File: src/hdl/brc_pkg.sv
// Shared constants, command/status types and helpers for the bitmap collision block.
package brc_pkg;

    // Storage size
    localparam int MAX_COLUMNS = 64;
    localparam int MAX_ROWS    = 256;

    // Derived widths
    localparam int ROW_AW = $clog2(MAX_ROWS);
    localparam int CNT_W  = $clog2(MAX_ROWS + 1);
    localparam int COLI_W = $clog2(MAX_COLUMNS);
    localparam int CMP_W  = 13;
    localparam int DEPTH_W = 11;

    // Input command codes
    localparam logic CMD_WRITE = 1'b0;
    localparam logic CMD_QUERY = 1'b1;

    // Configuration register indexes
    localparam logic CFG_MAP_WIDTH  = 1'b0;
    localparam logic CFG_MAP_HEIGHT = 1'b1;

    // Depth limits
    localparam int DEPTH_MAX = 1023;

    // Controller to datapath commands
    typedef struct packed {
        logic load;      // capture an accepted item
        logic wr_read;   // read the row to be modified
        logic wr_write;  // write back the merged row
        logic issue;     // read the next scan row
        logic load_out;  // capture the result item
    } brc_cmd_t;

    // Datapath to controller status
    typedef struct packed {
        logic scan_end;  // no scan rows left to issue
    } brc_status_t;

    // Clamp a wide signed depth to the 11-bit result range
    function automatic logic signed [DEPTH_W-1:0] sat_depth(input logic signed [CMP_W-1:0] d);
        logic signed [CMP_W-1:0] lim;
        lim = CMP_W'(DEPTH_MAX);
        if (d > lim)
            return DEPTH_W'(DEPTH_MAX);
        else if (d < -lim)
            return DEPTH_W'(-DEPTH_MAX);
        else
            return d[DEPTH_W-1:0];
    endfunction

endpackage

File: src/hdl/brc_ctrl.sv
// Controller state machine: sequences cell writes, row scans and result hand-off.
module brc_ctrl (
    input  logic                clk,
    input  logic                rst_n,
    input  logic                in_valid,
    output logic                in_ready,
    input  logic                command,
    output logic                out_valid,
    input  logic                out_ready,
    input  brc_pkg::brc_status_t status,
    output brc_pkg::brc_cmd_t    cmd
);

    localparam logic [2:0] S_IDLE  = 3'd0;
    localparam logic [2:0] S_WR_RD = 3'd1;
    localparam logic [2:0] S_WR_WR = 3'd2;
    localparam logic [2:0] S_SCAN  = 3'd3;
    localparam logic [2:0] S_DONE  = 3'd4;

    logic [2:0] state_reg, state_next;
    logic       out_valid_reg, out_valid_next;
    logic       slot_free;

    assign in_ready  = (state_reg == S_IDLE);
    assign out_valid = out_valid_reg;
    assign slot_free = !out_valid_reg || out_ready;

    // Next state and commands
    always_comb
    begin
        state_next   = state_reg;
        cmd          = '0;
        case (state_reg)
            S_IDLE:
            begin
                if (in_valid)
                begin
                    cmd.load   = 1'b1;
                    state_next = (command == brc_pkg::CMD_QUERY) ? S_SCAN : S_WR_RD;
                end
            end
            S_WR_RD:
            begin
                cmd.wr_read = 1'b1;
                state_next  = S_WR_WR;
            end
            S_WR_WR:
            begin
                cmd.wr_write = 1'b1;
                state_next   = S_DONE;
            end
            S_SCAN:
            begin
                // last row result is folded in on the edge that leaves this state
                if (status.scan_end)
                    state_next = S_DONE;
                else
                    cmd.issue = 1'b1;
            end
            S_DONE:
            begin
                if (slot_free)
                begin
                    cmd.load_out = 1'b1;
                    state_next   = S_IDLE;
                end
            end
            default:
            begin
                state_next = S_IDLE;
            end
        endcase
    end

    // Output valid flag
    always_comb
    begin
        out_valid_next = out_valid_reg;
        if (out_ready)
            out_valid_next = 1'b0;
        if (cmd.load_out)
            out_valid_next = 1'b1;
    end

    always_ff @(posedge clk or negedge rst_n)
    begin
        if (!rst_n)
        begin
            state_reg     <= S_IDLE;
            out_valid_reg <= 1'b0;
        end
        else
        begin
            state_reg     <= state_next;
            out_valid_reg <= out_valid_next;
        end
    end

endmodule

File: config.mk
export PLATFORM = sky130hd
export DESIGN_NAME = brc_ctrl
export DESIGN_NICKNAME = d
export VERILOG_FILES = /design/src/hdl/brc_pkg.sv /design/src/hdl/brc_ctrl.sv
export SDC_FILE = /design/constraint.sdc
export NUM_CORES = 1
export LEC_CHECK = 0
export ABC_CLOCK_PERIOD_IN_PS = 1300
export BUFFER_PORTS_ARGS = -buffer_cell sky130_fd_sc_hd__buf_2
export CAP_MARGIN = 20
export CORE_AREA = 2 2 39 41
export DETAILED_ROUTE_END_ITERATION = 7
export DIE_AREA = 0 0 41 43
export HOLD_SLACK_MARGIN = 0.05
export SETUP_SLACK_MARGIN = 0.3
export SYNTH_ARGS = -nofsm -noshare
export SYNTH_HDL_FRONTEND = slang
export SYNTH_SLANG_ARGS = --single-unit
export TNS_END_PERCENT = 10
File: constraint.sdc
create_clock -name clk -period 1.3 [get_ports clk]
set_input_delay 0.195 -clock clk [delete_from_list [all_inputs] [get_ports clk]]
set_output_delay 0.195 -clock clk [all_outputs]
set_load 0.05 [all_outputs]
==> impl_results.md <==
* Drt drc at 0
* HP Class: in -> reg
* R2R Path End: state_reg[0]
* Post-Synthesis Cells at 23
* I/O pin count at 13
* H-tree depth at 1
* Register bit total from synthesis at 4
* Gr ovfl total at 0
* Mean post-synth cell area at 10.2 um^2
* Hpwl dp at ~450 um
* Seq/Total Area, Yosys at a little over two fifths
* Post-route insts no fill at 60
* Yosys warning count at 0
* Max Clk Rate at about 0.67 GHz
* Area growth syn-to-layout at 102%
* Worst slack, placed at -0.0345 ns
* First-pass DRT Iterations at 2
* Clk root buf: clkbuf_4
* Die width at around 40 um
* Failing checks: negative setup slack
* Total track usage at between 8 and 9%
* Largest net degree at the start of global routing at 8
* Worst-path clk slew at around 0.04 ns
* Startpoint types: register
* Post-layout min period at ~1.5 ns
* Reg-to-Reg Start: state_reg[1]
* Worst r2r path cells at 3
* Top Usage Layer GRT: met2
* Max-cap viol count at 0
* DR vias at around 240
* Filler cells at between 100 and 150
* Grt met3 use at under 10%
* Placed Area at 377 um^2
* Iter 0 DRT Violations at 1
* Critical path endpoint: cmd[0]
* Die Area at around 1800 um^2
* Share of cells above drive strength 1 at 72.7%
* Ant diodes at 0
* CP startpoint: state_reg[0]
* Slew @ Worst Pin at approximately 0.15 ns
* Slew headroom at 89.7%
* CP Max Fanout at 2
* Setup Buffers After CTS at 0
* Unrepaired setup endpoints after global routing: true
* Sink Count at 4
* Crit Path Class: reg -> out
* Layout net count at 52
* Number of global-route vias before repair at 231
* Final Hold Vio Count at 0
* Longest Clk Path Bufs at 2
* M1 GR Usage at under 10%
* Total core area at 1380 um^2
* Synth Cell Area at between 200 and 250 um^2
* Critical path data arrival time at approximately 1.3 ns
* Critical Path End Type: output port
* WL per Instance at 9.07 um
* Max reg flops at 3
* Number of distinct library cells after synthesis at 16
* GR Util met2 at approximately 12%
* Commonest non-fill, non-tap cell in the layout: buf_6
* WL final at 544 um
* Count of placed standard cells including taps at 56
* CP Data Required Time at roughly 1.1 ns
* CTS tree: done
* First-pass GRT wire length at between 800 and 900 um
* Setup_tns at -0.496 ns
* Syn_nets at 29
* Average via count per standard cell at 4.03
* Most frequent cells in the layout: buf_6 (7), buf_2 (5), buf_4 (5)
* Final worst setup slack at -0.186 ns
* Number of antenna violations at the first check in global routing at 0
* Final period util at 114%
* Die H at roughly 43 um
* Final setup vio count at 6
* Status: finished with violations
* Final Wtd Congestion at approximately 0.72
* CTS buffer count at 3
* Later-pin clock latency in the skew report at 0.23 ns
* Number of placement rows at 14
* Port Buffers at 12
* Cell area after layout at 475 um^2
* Initial core utilization at 17.0%
* R2R Setup Slk at between 0.1 and 0.15 ns
* Antenna-violating nets left at 0
* Final slew viol count at 0
* Final worst clock skew at about 0.0025 ns
-- area by class of cell --
cell class                 instances  area (um^2)  share of cell area (%)
timing repair buffer              19          166                    35.0
tap                               16         20.0                    4.21
clock buffer                       3         22.5                    4.74
multi-input combinational         18          166                    35.0
sequential                         4          100                    21.1
-- through the flow --
stage,hold WS [ns],utilization [%]
3_3_place_gp,0.00197,27.2
3_5_place_dp,0.00103,27.2
4_1_cts,0.237,33.8
5_1_grt,0.250,34.4
2_1_floorplan,-0.101,-
6_report,0.239,34.4
-- what timing repair did --
| item | CTS | global route |
|---|---|---|
| hold buffers | 1 | 0 |
| setup endpoints to repair | 10 | 10 |
| pin swaps | 2 | 0 |
| cloned | 0 | 0 |
| hold endpoints to repair | 4 | 0 |
| gates resized for setup | 17 | 2 |
-- layer usage --
| metal | share of wire (%) | up-vias | wire (um) |
|---|---|---|---|
| li1 | - | 122 | - |
| met1 | 37 | 108 | 199 |
| met2 | 54 | 8 | 296 |
| met3 | 4.2 | 4 | 23 |
| met4 | 4.4 | 0 | 24 |
| met5 | 0 | - | 0 |
-- cell families (layout without fill, tap and decap cells) --
group,count (synthesis),in the layout,synth area share [%]
AO/OA/AOI/OAI,4,4,13.8
flip-flops,4,4,42.6
AND/OR/NAND/NOR,14,14,40.4
buffers and inverters,1,22,3.19
-- worst min path at each step --
stage	start	slack [ns]	cells after the start	to
after global routing	command	0.25	3	state_reg[1]
after global placement	rst_n	0.002	1	state_reg[2]
after floorplan	rst_n	-0.10	0	out_valid
after detailed placement	rst_n	0.001	1	state_reg[1]
final	command	0.24	3	state_reg[1]
after CTS	command	0.24	3	state_reg[1]
-- synthesized netlist by cell type --
| cell type | number | share of area, % |
|---|---|---|
| dfrtp_1 | 4 | 43 |
| a21oi_1 | 2 | 4.3 |
| nand2b_1 | 2 | 5.3 |
| nand3b_1 | 2 | 6.4 |
| nor2b_1 | 2 | 5.3 |
| a21bo_2 | 1 | 4.3 |
| and2_1 | 1 | 2.7 |
| buf_4 | 1 | 3.2 |
| nand2_1 | 1 | 1.6 |
| nor2_1 | 1 | 1.6 |
| nor2b_2 | 1 | 3.7 |
| nor3_1 | 1 | 2.1 |
| nor3b_1 | 1 | 3.2 |
| o22ai_2 | 1 | 5.3 |
| or3b_1 | 1 | 3.7 |
| or3b_4 | 1 | 4.8 |
-- critical path, stage by stage, from the launching register on --
cell,delay (ns)
dfrtp_1,0.37
or3b_4,0.41
nor2b_4,0.12
buf_6,0.16
Power is left out: the tool's default activity adds up to more than one toggle a clock period on the data nets, which glitch-free logic cannot reach.
